### src/rtl/tvf_pkg.sv
package tvf_pkg;

   localparam int VOXEL_COUNT_DEFAULT = 65536;
   localparam int FIFO_DEPTH = 2;
   localparam int DIV_W = 48;
   localparam int DIV_STEP_W = 6;
   localparam logic [DIV_STEP_W-1:0] FULL_STEPS = 6'd48;
   localparam logic [29:0] WEIGHT_MAX = 30'h3FFF_FFFF;
   localparam logic ACT_FUSE = 1'b0;
   localparam logic ACT_READ = 1'b1;

   typedef enum logic [1:0] {
      CSR_DROP_START = 2'd0,
      CSR_DROP_END   = 2'd1,
      CSR_WEIGHT_CAP = 2'd2,
      CSR_UNOBSERVED = 2'd3
   } csr_index_type;

   typedef struct packed {
      logic               action;
      logic [15:0]        voxel_index;
      logic signed [15:0] signed_distance;
      logic [31:0]        ray_sq_norm;
   } req_type;

   typedef struct packed {
      logic [15:0]        result_index;
      logic signed [15:0] result_distance;
      logic [29:0]        result_weight;
      logic               skipped;
      logic               observed;
   } rsp_type;

   typedef struct packed {
      logic [14:0] drop_start;
      logic [14:0] drop_end;
      logic [29:0] weight_cap;
      logic [14:0] unobserved_distance;
   } cfg_type;

   typedef struct packed {
      logic               is_read;
      logic               far;
      logic [15:0]        voxel_index;
      logic signed [15:0] signed_distance;
      logic [DIV_W-1:0]   w_num;
      logic [DIV_W-1:0]   w_den;
   } cmd_type;

   typedef enum logic [3:0] {
      B_CLEAR,
      B_IDLE,
      B_MOD,
      B_SLOT,
      B_RD,
      B_DECIDE,
      B_WDIV,
      B_MUL,
      B_SUM,
      B_ABS,
      B_START,
      B_ADIV,
      B_EMIT
   } back_state_type;

endpackage

### src/rtl/tvf_front.sv
module tvf_front (
   input  logic             clock,
   input  logic             reset,
   input  logic             accept,
   input  tvf_pkg::req_type accept_data,
   input  tvf_pkg::cfg_type cfg,
   output logic             holding,
   input  logic             cmd_full,
   output logic             cmd_push,
   output tvf_pkg::cmd_type cmd_data
);
   import tvf_pkg::*;

   req_type            item_ff, item_in;
   logic               valid_ff, valid_in;
   logic [31:0]        ray;
   logic signed [16:0] dist_x, end_x, start_x, dist_plus_end;
   logic [14:0]        span;
   logic [46:0]        den_prod;
   logic               taper;

   assign holding  = valid_ff;
   assign cmd_push = valid_ff && !cmd_full;

   always_comb begin
      ray           = (item_ff.ray_sq_norm == '0) ? 32'd1 : item_ff.ray_sq_norm;
      dist_x        = {item_ff.signed_distance[15], item_ff.signed_distance};
      end_x         = $signed({2'b00, cfg.drop_end});
      start_x       = $signed({2'b00, cfg.drop_start});
      dist_plus_end = dist_x + end_x;
      span          = cfg.drop_end - cfg.drop_start;
      den_prod      = ray * span;
      taper         = (cfg.drop_end > cfg.drop_start) && (dist_x <= -start_x);

      cmd_data.is_read         = (item_ff.action == ACT_READ);
      cmd_data.far             = (dist_x < -end_x);
      cmd_data.voxel_index     = item_ff.voxel_index;
      cmd_data.signed_distance = item_ff.signed_distance;
      if (taper) begin
         cmd_data.w_num = {1'b0, dist_plus_end[14:0], 32'd0};
         cmd_data.w_den = {1'b0, den_prod};
      end else begin
         cmd_data.w_num = 48'h1_0000_0000;
         cmd_data.w_den = {16'd0, ray};
      end
   end

   always_comb begin
      valid_in = valid_ff;
      item_in  = item_ff;
      if (accept) begin
         valid_in = 1'b1;
         item_in  = accept_data;
      end else if (cmd_push) begin
         valid_in = 1'b0;
      end
   end

   always_ff @(posedge clock) begin
      if (reset) begin
         valid_ff <= 1'b0;
      end else begin
         valid_ff <= valid_in;
      end
   end

   always_ff @(posedge clock) begin
      item_ff <= item_in;
   end

endmodule

### config.mk
export PLATFORM = sky130hd
export DESIGN_NAME = tvf_front
export DESIGN_NICKNAME = d
export VERILOG_FILES = /design/src/rtl/tvf_pkg.sv /design/src/rtl/tvf_front.sv
export SDC_FILE = /design/constraint.sdc
export NUM_CORES = 1
export LEC_CHECK = 0
export ABC_AREA = 0
export BUFFER_PORTS_ARGS = -buffer_cell sky130_fd_sc_hd__buf_2
export CORE_UTILIZATION = 50
export CTS_BUF_LIST = sky130_fd_sc_hd__clkbuf_16
export CTS_CLUSTER_DIAMETER = 30
export DETAILED_ROUTE_END_ITERATION = 8
export PLACE_DENSITY = 0.71
export SKIP_LAST_GASP = 1
export SYNTH_ARGS = -nofsm -noshare
export SYNTH_HDL_FRONTEND = slang
export SYNTH_SLANG_ARGS = --single-unit
### constraint.sdc
create_clock -name clock -period 27.1 [get_ports clock]
set_input_delay 4.065 -clock clock [delete_from_list [all_inputs] [get_ports clock]]
set_output_delay 4.065 -clock clock [all_outputs]
set_load 0.005 [all_outputs]
== After elaboration in Yosys (flattened, before gate mapping) ==
Cells that the tools add are included.
Word-level totals
  output and inout port bits: 132
  word-level logic and storage cells: 22
  input port bits: 144
  bits in registers: 66
Cells by class
  multipliers: 1
  mux-type cells: 4
  $lt $le $gt $ge: 3
  $add $sub $neg: 4
  reduce and logical (&&, ||, !) cells: 5
Operators by type and width (count)
  $mux W95: 1
  $mul A32 B15 Y47: 1
  $neg A15 Y17: 2
  $logic_not A32 Y1: 1
  $mux W32: 1
  $le A16 B17 Y1: 1
  $lt A16 B17 Y1: 1
  $add A15 B15 Y15: 1
  $gt A15 B15 Y1: 1
  $sub A15 B15 Y15: 1
  $logic_and A1 B1 Y1: 2
  $mux W1: 2
  $reduce_bool A2 Y1: 1
  $logic_not A1 Y1: 1

== Logic depth before layout (Yosys ltp) ==
  word-level depth: 4
  depth in mapped cells: 34
  mapped depth without buffers: 34

== Least setup slack after synthesis ==
OpenSTA, ideal clock, no wires.
  path kind: in2out
  start: in cfg[45] (netlist bit)
  end: out cmd_data[45] (netlist bit)
  path buffers: 2
  required time: 23.035 ns
  setup slack: 11.663 ns
  arrival: 11.372 ns
  stages on the path: 33
  cells stage by stage: inv_1 -> ha_1 -> inv_1 -> fa_1 -> a21o_1 -> a21oi_2 -> o221ai_2 -> a21oi_2 -> o21ai_1 -> o211ai_2 -> or4b_1 -> o311ai_2 -> buf_6 -> and2_1 -> fa_1 -> fa_1 -> fa_1 -> fa_1 -> fa_1 -> inv_1 -> fa_1 -> inv_1 -> ha_1 -> buf_2 -> and4_1 -> and2_1 -> nand4_1 -> a31oi_1 -> o221ai_1 -> o41ai_1 -> o22ai_1 -> o21ai_1 -> mux2i_1
RTL lines
  from (decl): RTL line tvf_front.sv:6  | input tvf_pkg::cfg_type cfg,
  to (decl): RTL line tvf_front.sv:10  | output tvf_pkg::cmd_type cmd_data

==> results.txt <==
Largest net degree at the start of global routing: 67
Post-synthesis compound-gate area fraction: 0.0752
Fin. max-slew vios: 0
Asr flop ratio synth: 0
Slew @ Worst Pin: 1.14 ns
Chip Height: 204 um
Distinct cell type count of the synthesized netlist: 66
Unrepaired setup endpoints after global routing: no
Latest clock arrival within the worst-skew pair: 0.34 ns
Crit Path Max Fanout: 32
Worst path bufs/invs: 7
Grt ovf: 0
Width of the die: 204 um
CP dominant cell by count: fa_1
Initial antenna violation count: 5
DR DRC count: 0
Post-Synth XOR/XNOR Area: 0.0361
Core area: 39900 sq um
H-tree levels: 3
Worst endpoint required time: 23.03 ns
First-pass GRT wire length: 88100 um
Worst Clk Skew: 0 ns
Worst-path cell with the longest stage delay: fa_1
Seq/Total Area, Yosys: 0.0968
WL/cell: 18.2 um
Post-Synth Simple-Gate Area: 0.178
Via count: 16100
Nets: 3094
Clock sinks: 66
Status: finished, final reports clean
Clock buffer depth: 2
CP peak stage delay: 0.54 ns
Multiplexer share of the synthesized area: 0.00319
Top sig layer: met4
Hold Path Class: flop to flop
Root buf cell: clkbuf_16
Row count: 73
Post-synthesis cell count: 2286
Crit path kind: primary input to output port
CP arrival: 13.42 ns
Met2 Wirelength: 26200 um
Fin crit share: 0.645
Die ar.: 41600 sq um
Layout cells sized above 1: 0.109
Antenna-violating nets left: 0
WL met3: 3560 um
Number of I/O pins: 276
Critical Path Start Type: primary input
Commonest register cell after synthesis: edfxtp_1
Max Clk Rate: 57.2 MHz
P&R area growth vs syn: 7.21%
Post-Place Cell Area: 21500 sq um
Post-CTS Setup Inserts: 0
Yosys reg bits: 66
Cells on worst reg2reg path: 2
Input/output buffers: 196
Tot GR Track Use: 0.270
FF-to-FF setup slack: 26.49 ns
Worst r2r dst: holding$_SDFFE_PP0P_
DP Wirelength: 41400 um
Post-place setup slack: 9.71 ns
R2R Path Start: holding$_SDFFE_PP0P_
Synth Cell Area: 20400 sq um
Hold path depth: 2
Crit path setup slack, layout: 9.62 ns
Hold Path End: holding$_SDFFE_PP0P_
WHS: 0.529 ns
Vias in the first global route: 17500
Min Tclk post-route: 17.48 ns
Main combinational cell family by area after synthesis: adder cells
Max-cap viol count: 0
DRT iter0 DRCs: 812
CTS tree: yes
Synth Area in Adders: 0.491
Hold Path Origin: holding$_SDFFE_PP0P_
First-pass detailed-route iteration total: 5
Starting Density: 0.510
Resized cells post-CTS: 0
Final Hold Fails: 0
Clock transition at path regs: 0.05 ns
# setup viols final: 0
Global placer's final weighted congestion: 0.904
Setup TNS: 0 ns
Synth Warn #: 0
Delay-heaviest family, CP: adder cells
Avg Vias per Cell: 5.52
# hold bufs at CTS: 0
Final Cell Area: 21800 sq um
Num CTS Buffers: 9
Syn avg cell area: 8.91 sq um
DRT Wirelength: 53300 um
Post-synth EDFFs: 65
WL met1: 21000 um
Critical Path End Type: output port
Worst slew margin: 0.235
[placed cells by master, fill, tap and decap left out, drive strengths merged, types with 37 or more instances in the layout]
cell,n
buf,214
inv,408
xnor2,45
o21ai,60
a21o,37
and2,165
nor2,77
fa,390
nand2,351
edfxtp,65
ha,176
nor2b,48
xor2,39
a21oi,65
[worst max path at each step]
| stage | from | to | slack (ns) | cells past startpoint |
|---|---|---|---|---|
| detailed placement | cfg[45] | cmd_data[45] | 9.71 | 34 |
| finish | cfg[45] | cmd_data[45] | 9.62 | 34 |
| global placement | cfg[45] | cmd_data[45] | 9.85 | 34 |
| CTS | cfg[45] | cmd_data[45] | 9.69 | 34 |
| global route | cfg[45] | cmd_data[45] | 9.14 | 35 |
| floorplan | cfg[45] | cmd_data[45] | 11.66 | 33 |
[tightest hold or removal path: cells and delay by family (launching register included)]
kind               cells  cell delay [ns]
DFF                    1             0.34
AOI/OAI and AO/OA      1             0.07
and+or+nand+nor        1             0.08
[layout make-up]
class	count	area, sq um
sequential	66	1970
antenna	5	12.5
fill	3643	18100
multi-input combinational	1684	16300
tap	525	657
clock buffer	9	225
inverter	409	1540
clock inverter	7	70.1
timing repair buffer	214	1120
[cells by family after synthesis]
group,Yosys count
AOI/OAI and AO/OA,239
muxes,6
adders and majority gates,566
other,1
buffers and inverters,569
and+or+nand+nor,755
xor gates and xnor gates,84
DFF,66
[per-stage QoR]
stage | util | instances
3_5_place_dp | 0.539 | 2898
2_1_floorplan | - | 2319
4_1_cts | 0.547 | 2914
5_1_grt | 0.547 | 2919
6_report | 0.547 | 2919
3_3_place_gp | 0.539 | 2898
[state kept, by name (all words and copies together) (netlist names)]
signal,cells
holding,1
item_ff,32
cmd_data,33
[per-layer routing]
metal  vias up  track usage
li1       7197            -
met1      8147        0.334
met2       631        0.462
met3       142       0.0424
met4         0        0.125
met5         -            0
[cell usage after synthesis (10+ instances only)]
cell	number	area [sq um]
xnor2_1	45	394
edfxtp_1	65	1950
a31oi_1	17	106
a21oi_1	63	315
nor2_1	77	289
nor2b_1	48	300
ha_1	176	2200
buf_4	68	510
nand2_1	351	1320
xor2_1	39	342
nand4_1	19	119
a21o_1	37	278
fa_1	390	7810
o21ai_0	56	280
nor3_1	22	110
nand3_1	16	80.1
nor4_1	19	119
inv_1	408	1530
and2_1	165	1030
o21bai_1	10	75.1
clkbuf_1	81	304
Power is not shown: default switching activity piles up to over one toggle a cycle in this logic, so the estimate is an artifact.
