### src/rtl/tvf_pkg.sv
package tvf_pkg;

   localparam int VOXEL_COUNT_DEFAULT = 65536;
   localparam int FIFO_DEPTH = 2;
   localparam int DIV_W = 48;
   localparam int DIV_STEP_W = 6;
   localparam logic [DIV_STEP_W-1:0] FULL_STEPS = 6'd48;
   localparam logic [29:0] WEIGHT_MAX = 30'h3FFF_FFFF;
   localparam logic ACT_FUSE = 1'b0;
   localparam logic ACT_READ = 1'b1;

   typedef enum logic [1:0] {
      CSR_DROP_START = 2'd0,
      CSR_DROP_END   = 2'd1,
      CSR_WEIGHT_CAP = 2'd2,
      CSR_UNOBSERVED = 2'd3
   } csr_index_type;

   typedef struct packed {
      logic               action;
      logic [15:0]        voxel_index;
      logic signed [15:0] signed_distance;
      logic [31:0]        ray_sq_norm;
   } req_type;

   typedef struct packed {
      logic [15:0]        result_index;
      logic signed [15:0] result_distance;
      logic [29:0]        result_weight;
      logic               skipped;
      logic               observed;
   } rsp_type;

   typedef struct packed {
      logic [14:0] drop_start;
      logic [14:0] drop_end;
      logic [29:0] weight_cap;
      logic [14:0] unobserved_distance;
   } cfg_type;

   typedef struct packed {
      logic               is_read;
      logic               far;
      logic [15:0]        voxel_index;
      logic signed [15:0] signed_distance;
      logic [DIV_W-1:0]   w_num;
      logic [DIV_W-1:0]   w_den;
   } cmd_type;

   typedef enum logic [3:0] {
      B_CLEAR,
      B_IDLE,
      B_MOD,
      B_SLOT,
      B_RD,
      B_DECIDE,
      B_WDIV,
      B_MUL,
      B_SUM,
      B_ABS,
      B_START,
      B_ADIV,
      B_EMIT
   } back_state_type;

endpackage

### src/rtl/tvf_fifo.sv
module tvf_fifo #(
   parameter type item_type = logic
) (
   input  logic     clock,
   input  logic     reset,
   input  logic     push,
   input  item_type push_data,
   output logic     full,
   input  logic     pop,
   output item_type pop_data,
   output logic     empty
);
   import tvf_pkg::*;

   localparam int PW = (FIFO_DEPTH > 1) ? $clog2(FIFO_DEPTH) : 1;
   localparam int CW = $clog2(FIFO_DEPTH + 1);

   item_type        store_ff [FIFO_DEPTH];
   logic [PW-1:0]   wr_ptr_ff, wr_ptr_in;
   logic [PW-1:0]   rd_ptr_ff, rd_ptr_in;
   logic [CW-1:0]   count_ff, count_in;
   logic            do_push, do_pop;

   assign full     = (count_ff == CW'(FIFO_DEPTH));
   assign empty    = (count_ff == '0);
   assign do_push  = push && !full;
   assign do_pop   = pop && !empty;
   assign pop_data = store_ff[rd_ptr_ff];

   always_comb begin
      wr_ptr_in = wr_ptr_ff;
      rd_ptr_in = rd_ptr_ff;
      count_in  = count_ff;
      if (do_push) begin
         wr_ptr_in = (wr_ptr_ff == PW'(FIFO_DEPTH - 1)) ? '0 : wr_ptr_ff + 1'b1;
      end
      if (do_pop) begin
         rd_ptr_in = (rd_ptr_ff == PW'(FIFO_DEPTH - 1)) ? '0 : rd_ptr_ff + 1'b1;
      end
      if (do_push && !do_pop) begin
         count_in = count_ff + 1'b1;
      end else if (do_pop && !do_push) begin
         count_in = count_ff - 1'b1;
      end
   end

   always_ff @(posedge clock) begin
      if (reset) begin
         wr_ptr_ff <= '0;
         rd_ptr_ff <= '0;
         count_ff  <= '0;
      end else begin
         wr_ptr_ff <= wr_ptr_in;
         rd_ptr_ff <= rd_ptr_in;
         count_ff  <= count_in;
      end
   end

   always_ff @(posedge clock) begin
      if (do_push) begin
         store_ff[wr_ptr_ff] <= push_data;
      end
   end

endmodule

### config.mk
export PLATFORM = sky130hd
export DESIGN_NAME = tvf_fifo
export DESIGN_NICKNAME = d
export VERILOG_FILES = /design/src/rtl/tvf_pkg.sv /design/src/rtl/tvf_fifo.sv
export SDC_FILE = /design/constraint.sdc
export NUM_CORES = 1
export LEC_CHECK = 0
export BUFFER_PORTS_ARGS = -buffer_cell sky130_fd_sc_hd__buf_4
export CORE_AREA = 2 2 39 41
export CTS_BUF_LIST = sky130_fd_sc_hd__clkbuf_16
export DETAILED_ROUTE_END_ITERATION = 7
export DIE_AREA = 0 0 41 43
export GPL_TIMING_DRIVEN = 0
export SYNTH_ARGS = -nofsm -noshare
export SYNTH_HDL_FRONTEND = slang
export SYNTH_SLANG_ARGS = --single-unit
### constraint.sdc
create_clock -name clock -period 2.15 [get_ports clock]
set_input_delay 0 -clock clock [delete_from_list [all_inputs] [get_ports clock]]
set_output_delay 0 -clock clock [all_outputs]
set_load 0.01 [all_outputs]
* Word-level counts from Yosys, hierarchy flattened
Memories as Yosys holds them, arrays and structs flattened. A register that Yosys moved wholly into a read port is not among the register bits. Cells that the tools add are included.
Operators by class: add/sub/neg operators 4, equal/unequal tests 1, multiplexer cells 8, reductions and logical operators 10
Operators with widths (count):
- $mux 1 | 6
- $logic_and 1x1->1 | 4
- $logic_not 1->1 | 4
- $mux 2 | 2
- $add 1x1->1 const B | 2
- $add 2x1->2 const B | 1
- $eq 2x2->1 const B | 1
- $logic_not 2->1 | 1
- $reduce_bool 2->1 | 1
- $sub 2x1->2 const B | 1
Storage, ports and cells: flip-flop bits (word level) 4, memory bits (writable) 2, input port bits 5, memories kept 1
Memories:
- store_ff | depth 2, bits a word 1, rd ports 1, clocked after memory_dff 1, write ports 1, RTL line tvf_fifo.sv:18 | item_type store_ff [FIFO_DEPTH];

* Logic depth before layout (Yosys ltp)
Gate-level depths: netlist of the first run.
depth in word-level cells 7, gate-level depth with buffers 6, mapped depth without buffers 6

* Worst setup path after synthesis of the first run
Ideal clock, no wire load.
path type reg-to-reg, from register count_ff[1], to register count_ff[1], setup time 0.070 ns, arrival 1.399 ns, required time 2.080 ns, setup slack 0.681 ns, stages on the path, launching flop included 6, path buffers 0, clock period less this slack 1.469 ns, cell sequence dfxtp_1 > nor2b_2 > nor2_1 > ha_1 > or3_1 > a21oi_1
Between the ends: cells in the longest elaborated chain, start to end 6, elaborated cells on any way between the ends 15, those cells by class add/sub: 2; eq/ne: 1; mux: 2; reduce/logical: 10
Ends and longest elaborated chain:
- from (decl) | RTL line tvf_fifo.sv:21 | logic [CW-1:0] count_ff, count_in;
- from (signal assigned) | RTL line tvf_fifo.sv:55 | count_ff <= count_in;
- $eq 2x2->1 * | RTL line tvf_fifo.sv:24 | assign full = (count_ff == CW'(FIFO_DEPTH));
- named net full | RTL line tvf_fifo.sv:8 | output logic full,
- $logic_not 1->1 * | RTL line tvf_fifo.sv:26 | assign do_push = push && !full;
- $logic_and 1x1->1 * | RTL line tvf_fifo.sv:26
- $logic_not 1->1 | RTL line tvf_fifo.sv:42 | end else if (do_pop && !do_push) begin
- $logic_and 1x1->1 | RTL line tvf_fifo.sv:42
- $reduce_bool 2->1 (no line)
The timed path passes the listed nets; every way through them passes the cells marked *. The select of a mux whose other input is x is not followed. A chain may end at the register's enable or synchronous reset.

* Final worst setup path of the first run
from register count_ff[1], to register count_ff[1]
Between the ends: cells in the longest elaborated chain, start to end 6, elaborated cells on any way between the ends 15, those cells by class add/sub: 2; eq/ne: 1; mux: 2; reduce/logical: 10
Ends and longest elaborated chain (RTL line):
- $eq 2x2->1 or $logic_not 2->1 (tied branches) | tvf_fifo.sv:24, tvf_fifo.sv:25
- $logic_not 1->1 (on tied branches) | tvf_fifo.sv:26, tvf_fifo.sv:27
- $logic_and 1x1->1 (on tied branches) | tvf_fifo.sv:26, tvf_fifo.sv:27
- $logic_not 1->1 (on tied branches) | tvf_fifo.sv:42, tvf_fifo.sv:40
- $logic_and 1x1->1 (on tied branches) | tvf_fifo.sv:42, tvf_fifo.sv:40
- $reduce_bool 2->1 (no line) or $mux 2 (tied branches)
Parallel ways exist; a longest one is shown, timed or not. The select of a mux whose other input is x is not followed.

==> reports/summary.log, run 1 <==
[drt] Post-route DRC 0
[final_layout] fill cell instance count of the final layout 140
[grt] global-route wire length before repair 883 um
[sta] Final period util 0.714
[min_path] Hold Path Class in -> reg
[worst_setup_path] launching point of the worst reg2reg path count_ff[1]
[final_layout] total inserted antenna cells 0
[worst_setup_path] Critical R2R Capture count_ff[1]
[worst_setup_path] count of buffer and inverter cells on the critical path 0
[power] power density of the placed cells 1540 mW/mm^2
[floorplan] # rows 14
[clock_tree] post-CTS clock slew at the launch and capture registers of the worst setup and hold paths 40 ps
[clock_tree] clock network latency to the later pin of the worst-skew pair 230 ps
[drt] post-detailed-route count of antenna-violating nets 0
[worst_setup_path] WS Path Type reg -> reg
[clock_tree] number of CTS-inserted buffers 3
[worst_setup_path] cells traversed along the worst timing path nor2b_2, nor2_1, ha_1, or3_1, a21oi_1
[final_layout] area occupied by registers 160 um^2
[min_path] worst hold path startpoint push
[worst_setup_path] delay contributed by the slowest stage of the critical path 350 ps
[power] leakage power of the design 0.208 nW
[outcome] status finished, final reports clean
[floorplan] Starting Density 0.209
[placement] DPL Wire Length 359 um
[worst_setup_path] Top delay family on crit path simple AND/OR/NAND/NOR gates
[grt] initial antenna violation count 0
[drt] drt first pass iters 4
[sta] min Tclk post-route 1530 ps
[drt] Vias/cell 4.09
[min_path] hold depth 4
[sta] final worst clock skew 1.89 ps
[worst_setup_path] r2r setup slk 620 ps
[final_layout] area growth from synthesis to final layout 59.3%
[clock_tree] CTS tree done
[power] peak supply drop 0.000795 V
[grt] largest net degree at the start of global routing 6
[worst_setup_path] Worst Reg2Reg Path Length in Cells 5
[floorplan] Die X-Extent 41 um
[sta] number of pins exceeding their max-slew limit in the final report 0
[worst_setup_path] crit-path max FO 5
[floorplan] Core Footprint 0.00138 mm^2
[synth] Yosys warning count 0
[final_layout] post-layout instance area 460 um^2
[sta] endpoints failing setup 0
[clock_tree] number of levels in the clock H-tree 1
[synth] largest cells by area after synthesis sky130_fd_sc_hd__dfxtp_1, sky130_fd_sc_hd__edfxtp_1, sky130_fd_sc_hd__xor2_1
[placement] standard cell area after detailed placement 362 um^2
[grt] global-route total usage across every layer 0.0858
[sta] unrepaired setup endpoints after global routing no
[worst_setup_path] Setup crit start kind flip-flop
[worst_setup_path] worst setup path start count_ff[1]
[synth] post-synthesis instance total 28
[synth] mean cell area of the mapped netlist 10.3 um^2
[synth] top cell type's share of synthesized area 0.346
[floorplan] area enclosed by the die boundary 0.00176 mm^2
[grt] overflow left after global routing 0
[synth] synthesized cell area 289 um^2
[sta] top achievable clock speed 652 MHz
[clock_tree] count of clock tree sinks 7
[worst_setup_path] Data arrival, critical path 1690 ps
[clock_tree] buffer cell driving the clock tree root sky130_fd_sc_hd__clkbuf_16
[synth] number of distinct standard cells referenced by the synthesized netlist 12
[sta] Final Hold Violating Endpoints 0
[run] Max-cap violations 0
[synth] register bit count reported by yosys 7
[final_layout] fraction of final layout cells with drive strength greater than 1 0.293
[drt] DR iter-0 viols 2
[worst_setup_path] master of the slowest instance on the critical path sky130_fd_sc_hd__dfxtp_1
[sta] transition at the pin with the smallest max-transition slack 274 ps
[clock_tree] post-cts gate resize count 0
[sta] Setup Total Neg Slack 0 ps
[placement] Port-buffer cells 7
[floorplan] Die H 43 um
[placement] gp weighted congestion 0.645
[clock_tree] clock tree buffer depth 2
[drt] via total after detailed routing 233
[worst_setup_path] Crit. End Element flip-flop
[sta] headroom to the max-slew limit 0.815
[final_layout] Net count, final 48
[synth] Seq/Total Area, Yosys 0.554
[grt] vias in the first global route 225
[floorplan] number of top-level pins 8
[sta] Hold Worst Slack 176 ps
[worst_setup_path] CP Data Required Time 2310 ps
[drt] Routed wire per std cell 9.18 um
[synth] leading area contributor after synthesis sky130_fd_sc_hd__dfxtp_1
[final_layout] total area of multi-input combinational cells 121 um^2
[min_path] Worst Hold Endpoint wr_ptr_ff
[drt] wire length reported by the detailed router 523 um
[synth] nets in the synthesized netlist 34
tightest hold or removal path, delay by kind of cell:
kind	cells	cell delay [ps]
AO/OA/AOI/OAI	2	240
buffers and inverters	2	110
power breakdown:
part	switching, W	total, W	internal (W)
registers	0.0000289	0.000206	0.000178
clock network	0.0000715	0.000313	0.000242
logic	0.0000887	0.000190	0.000102
total	0.000189	0.000710	0.000521
layout by cell type (no fill, tap or decap):
| cell type | netlist | layout |
|---|---|---|
| sky130_fd_sc_hd__ha_1 | 1 | 1 |
| sky130_fd_sc_hd__dfxtp_1 | 5 | 5 |
| sky130_fd_sc_hd__inv_1 | 2 | 3 |
| sky130_fd_sc_hd__dlygate4sd3_1 | 0 | 2 |
| sky130_fd_sc_hd__or3_1 | 2 | 2 |
| sky130_fd_sc_hd__nor2_1 | 5 | 5 |
| sky130_fd_sc_hd__clkbuf_16 | 0 | 3 |
| sky130_fd_sc_hd__o21ai_0 | 3 | 3 |
| sky130_fd_sc_hd__buf_4 | 0 | 7 |
| sky130_fd_sc_hd__edfxtp_1 | 2 | 2 |
| sky130_fd_sc_hd__nor2b_2 | 1 | 1 |
| sky130_fd_sc_hd__xor2_1 | 3 | 3 |
| sky130_fd_sc_hd__and2_1 | 1 | 1 |
| sky130_fd_sc_hd__mux2_2 | 1 | 1 |
| sky130_fd_sc_hd__a21oi_1 | 2 | 2 |
cell usage after synthesis:
cell and count:
sky130_fd_sc_hd__nor2b_2 1, sky130_fd_sc_hd__nor2_1 5, sky130_fd_sc_hd__ha_1 1, sky130_fd_sc_hd__mux2_2 1, sky130_fd_sc_hd__a21oi_1 2, sky130_fd_sc_hd__inv_1 2, sky130_fd_sc_hd__or3_1 2, sky130_fd_sc_hd__xor2_1 3
sky130_fd_sc_hd__o21ai_0 3, sky130_fd_sc_hd__dfxtp_1 5, sky130_fd_sc_hd__edfxtp_1 2, sky130_fd_sc_hd__and2_1 1
through the flow:
stage	setup WS, ps	power (W)	instances	util
after floorplan	681	0.000330	28	-
after global placement	647	0.000393	51	0.261
after detailed placement	621	0.000396	51	0.261
after CTS	596	0.000722	57	0.333
after global routing	496	0.000763	57	0.333
final	615	0.000710	57	0.333
cell type report:
type                       instances  area share
sequential                         7       0.348
clock buffer                       3       0.163
multi-input combinational         19       0.264
tap                               16      0.0435
inverter                           2      0.0163
clock inverter                     1     0.00815
timing repair buffer               9       0.158
cell families after synthesis:
kind of cell / share of synthesized area
AO/OA/AOI/OAI: 0.0866
XOR/XNOR: 0.0909
adder cells (fa/ha/maj): 0.0433
buffers and inverters: 0.0260
flip-flops: 0.554
multiplexers: 0.0390
AND/OR/NAND/NOR: 0.160
how the worst max path moves through the flow:
| stage | cells after the start | slack [ps] | end |
|---|---|---|---|
| 3_5_place_dp | 4 | 620 | count_ff[1] |
| 3_3_place_gp | 4 | 650 | count_ff[1] |
| 2_1_floorplan | 5 | 680 | count_ff[1] |
| 5_1_grt | 5 | 500 | count_ff[1] |
| 4_1_cts | 5 | 600 | count_ff[1] |
| 6_report | 5 | 620 | count_ff[1] |
routing by layer:
metal | global-route usage | vias up | share of wire
met5 | 0 | - | 0
met1 | 0.0915 | 107 | 0.46
met2 | 0.0938 | 7 | 0.46
li1 | - | 119 | -
met4 | 0.100 | 0 | 0
met3 | 0.0628 | 0 | 0.080
repair_timing:
action                    in CTS  in global routing
hold endpoints to repair       7                  0
buffers inserted               0                  0
hold buffers                   2                  0
Power figures use the tool's default switching activity.
==> inputs of run 2 (changes only) <==
- clock period: 2.15 -> 1.3 ns (I/O delays scaled with it)
==> run 2 against run 1 <==
Against the previous run:
- the run now ends with setup timing left
- worst setup slack worse by 710 ps
- non-clock buffer count up 4
- clock power up 63%
- design area up 11%
- global-route usage up 0.29 points
- hold slack worse by 41 ps
- maximum frequency up 10%
==> reports/summary.log, run 2 (synthesized netlist as in run 1, its figures left out) <==
[outcome] status finished, violations left
[outcome] failing checks setup timing
[final_layout] total area of multi-input combinational cells 139 um^2
[grt] vias in the first global route 256
[floorplan] Die X-Extent 41 um
[final_layout] most frequent standard cell in the layout excluding fill and tap cells sky130_fd_sc_hd__buf_4
[final_layout] fraction of final layout cells with drive strength greater than 1 0.489
[drt] wire length reported by the detailed router 538 um
[sta] Final period util 1.07
[power] sw frac 0.268
[grt] initial antenna violation count 0
[clock_tree] buffer cell driving the clock tree root sky130_fd_sc_hd__clkbuf_16
[drt] DR iter-0 viols 1
[sta] Hold Worst Slack 135 ps
[power] share of power burned in the clock network 0.388
[clock_tree] CTS tree done
[clock_tree] number of levels in the clock H-tree 1
[sta] Final Hold Violating Endpoints 0
[floorplan] area enclosed by the die boundary 0.00176 mm^2
[floorplan] Die H 43 um
[placement] gp weighted congestion 0.641
[grt] overflow left after global routing 0
[sta] final worst clock skew 0.204 ps
[floorplan] # rows 14
[worst_setup_path] CP Data Required Time 1460 ps
[clock_tree] clock network latency to the later pin of the worst-skew pair 230 ps
[worst_setup_path] crit-path max FO 3
[final_layout] area occupied by registers 165 um^2
[sta] min Tclk post-route 1390 ps
[clock_tree] clock tree buffer depth 2
[grt] largest net degree at the start of global routing 6
[drt] Post-route DRC 0
[power] sequential power share 0.272
[placement] DPL Wire Length 351 um
[placement] standard cell area after detailed placement 369 um^2
[min_path] Hold Path Class in -> reg
[final_layout] leading cell types in the layout, fill and taps excluded sky130_fd_sc_hd__buf_4, sky130_fd_sc_hd__nor2_1
[power] Cell Int Power 0.000961 W
[floorplan] number of top-level pins 8
[power] peak supply drop 0.00150 V
[worst_setup_path] delay contributed by the slowest stage of the critical path 360 ps
[sta] endpoints failing setup 2
[sta] Setup Total Neg Slack -178 ps
[grt] global-route total usage across every layer 0.0887
[power] Sw Pwr 0.000352 W
[worst_setup_path] WS Path Type reg -> reg
[sta] unrepaired setup endpoints after global routing yes
[sta] slack of the critical path -89.8 ps
[power] power density of the placed cells 2560 mW/mm^2
[worst_setup_path] Setup crit start kind flip-flop
[drt] uppermost signal routing layer after detailed routing met4
[drt] post-detailed-route count of antenna-violating nets 0
[final_layout] Net count, final 52
[drt] Routed wire per std cell 8.82 um
[clock_tree] post-CTS clock slew at the launch and capture registers of the worst setup and hold paths 30 ps
[drt] M1 WL 214 um
[placement] Port-buffer cells 7
[worst_setup_path] Crit. End Element flip-flop
[drt] Vias/cell 4.21
[clock_tree] number of CTS-inserted buffers 3
[final_layout] fill cell instance count of the final layout 143
[sta] number of pins exceeding their max-slew limit in the final report 0
[worst_setup_path] cells traversed along the worst timing path nor2b_4, nor2_2, ha_2, or3_1, a21oi_2
[grt] global-route wire length before repair 966 um
[final_layout] post-layout instance area 513 um^2
[drt] amount of wire on met2 after detailed routing 262 um
[clock_tree] count of clock tree sinks 7
[power] leakage power of the design 0.230 nW
[final_layout] area growth from synthesis to final layout 77.5%
[run] Max-cap violations 0
[sta] transition at the pin with the smallest max-transition slack 165 ps
[worst_setup_path] master of the slowest instance on the critical path sky130_fd_sc_hd__or3_1
[drt] routed length on met3 48 um
[drt] via total after detailed routing 257
[final_layout] total inserted antenna cells 0
[sta] headroom to the max-slew limit 0.889
[worst_setup_path] Data arrival, critical path 1550 ps
[sta] top achievable clock speed 720 MHz
[drt] drt first pass iters 2
[floorplan] Core Footprint 0.00138 mm^2
[floorplan] Starting Density 0.209
[power] combinational group share of total power 0.340
-- run 2: cell types whose count changed in the layout (fill, tap and decap cells not counted), sizes merged --
cell,change
buf,+4
-- run 2: power by group through the flow --
stage	clock, W	sequential, W	combinational (W)
finish	0.000510	0.000357	0.000446
global route	0.000536	0.000367	0.000488
CTS	0.000522	0.000359	0.000415
detailed placement	0	0.000358	0.000327
global placement	0	0.000356	0.000317
floorplan	0	0.000346	0.000224
-- run 2: routing by layer --
metal,track usage,vias up
li1,-,127
met1,0.0847,120
met2,0.128,8
met3,0.0628,2
met4,0.0600,0
met5,0,-
-- run 2: final cells by class --
class	instances	area share
inverter	2	0.0146
multi-input combinational	19	0.271
clock buffer	3	0.146
sequential	7	0.322
timing repair buffer	13	0.200
clock inverter	1	0.00732
tap	16	0.0390
-- run 2: worst paths after layout --
path,start,to,slack (ps),cells after the start
worst min register to register,wr_ptr_ff,wr_ptr_ff,480,2
worst max register to register,count_ff[1],count_ff[1],-90,5
worst max-delay path,count_ff[1],count_ff[1],-90,5
worst min-delay path,pop,rd_ptr_ff,140,4
-- run 2: critical path, delay by kind of cell (launching register included) --
kind	cells	cell delay, ps
simple gates	3	600
flops	1	320
fa+ha+maj	1	290
compound gates	1	120
-- run 2: per-stage QoR --
stage	std cells	util	setup slack (ps)	total power, W
floorplan	28	-	-100	0.000570
global placement	51	0.267	-123	0.000673
detailed placement	51	0.267	-145	0.000685
CTS	60	0.363	-77.6	0.00130
global route	61	0.371	-134	0.00139
finish	61	0.371	-89.8	0.00131
-- run 2: repair_timing --
| action | in CTS | in global routing |
|---|---|---|
| resized for setup | 4 | 2 |
| hold buffers | 2 | 0 |
| endpoints found under the hold margin | 7 | 0 |
| pin swaps | 2 | 0 |
| setup buffers | 3 | 1 |
| endpoints found under the setup margin | 1 | 2 |
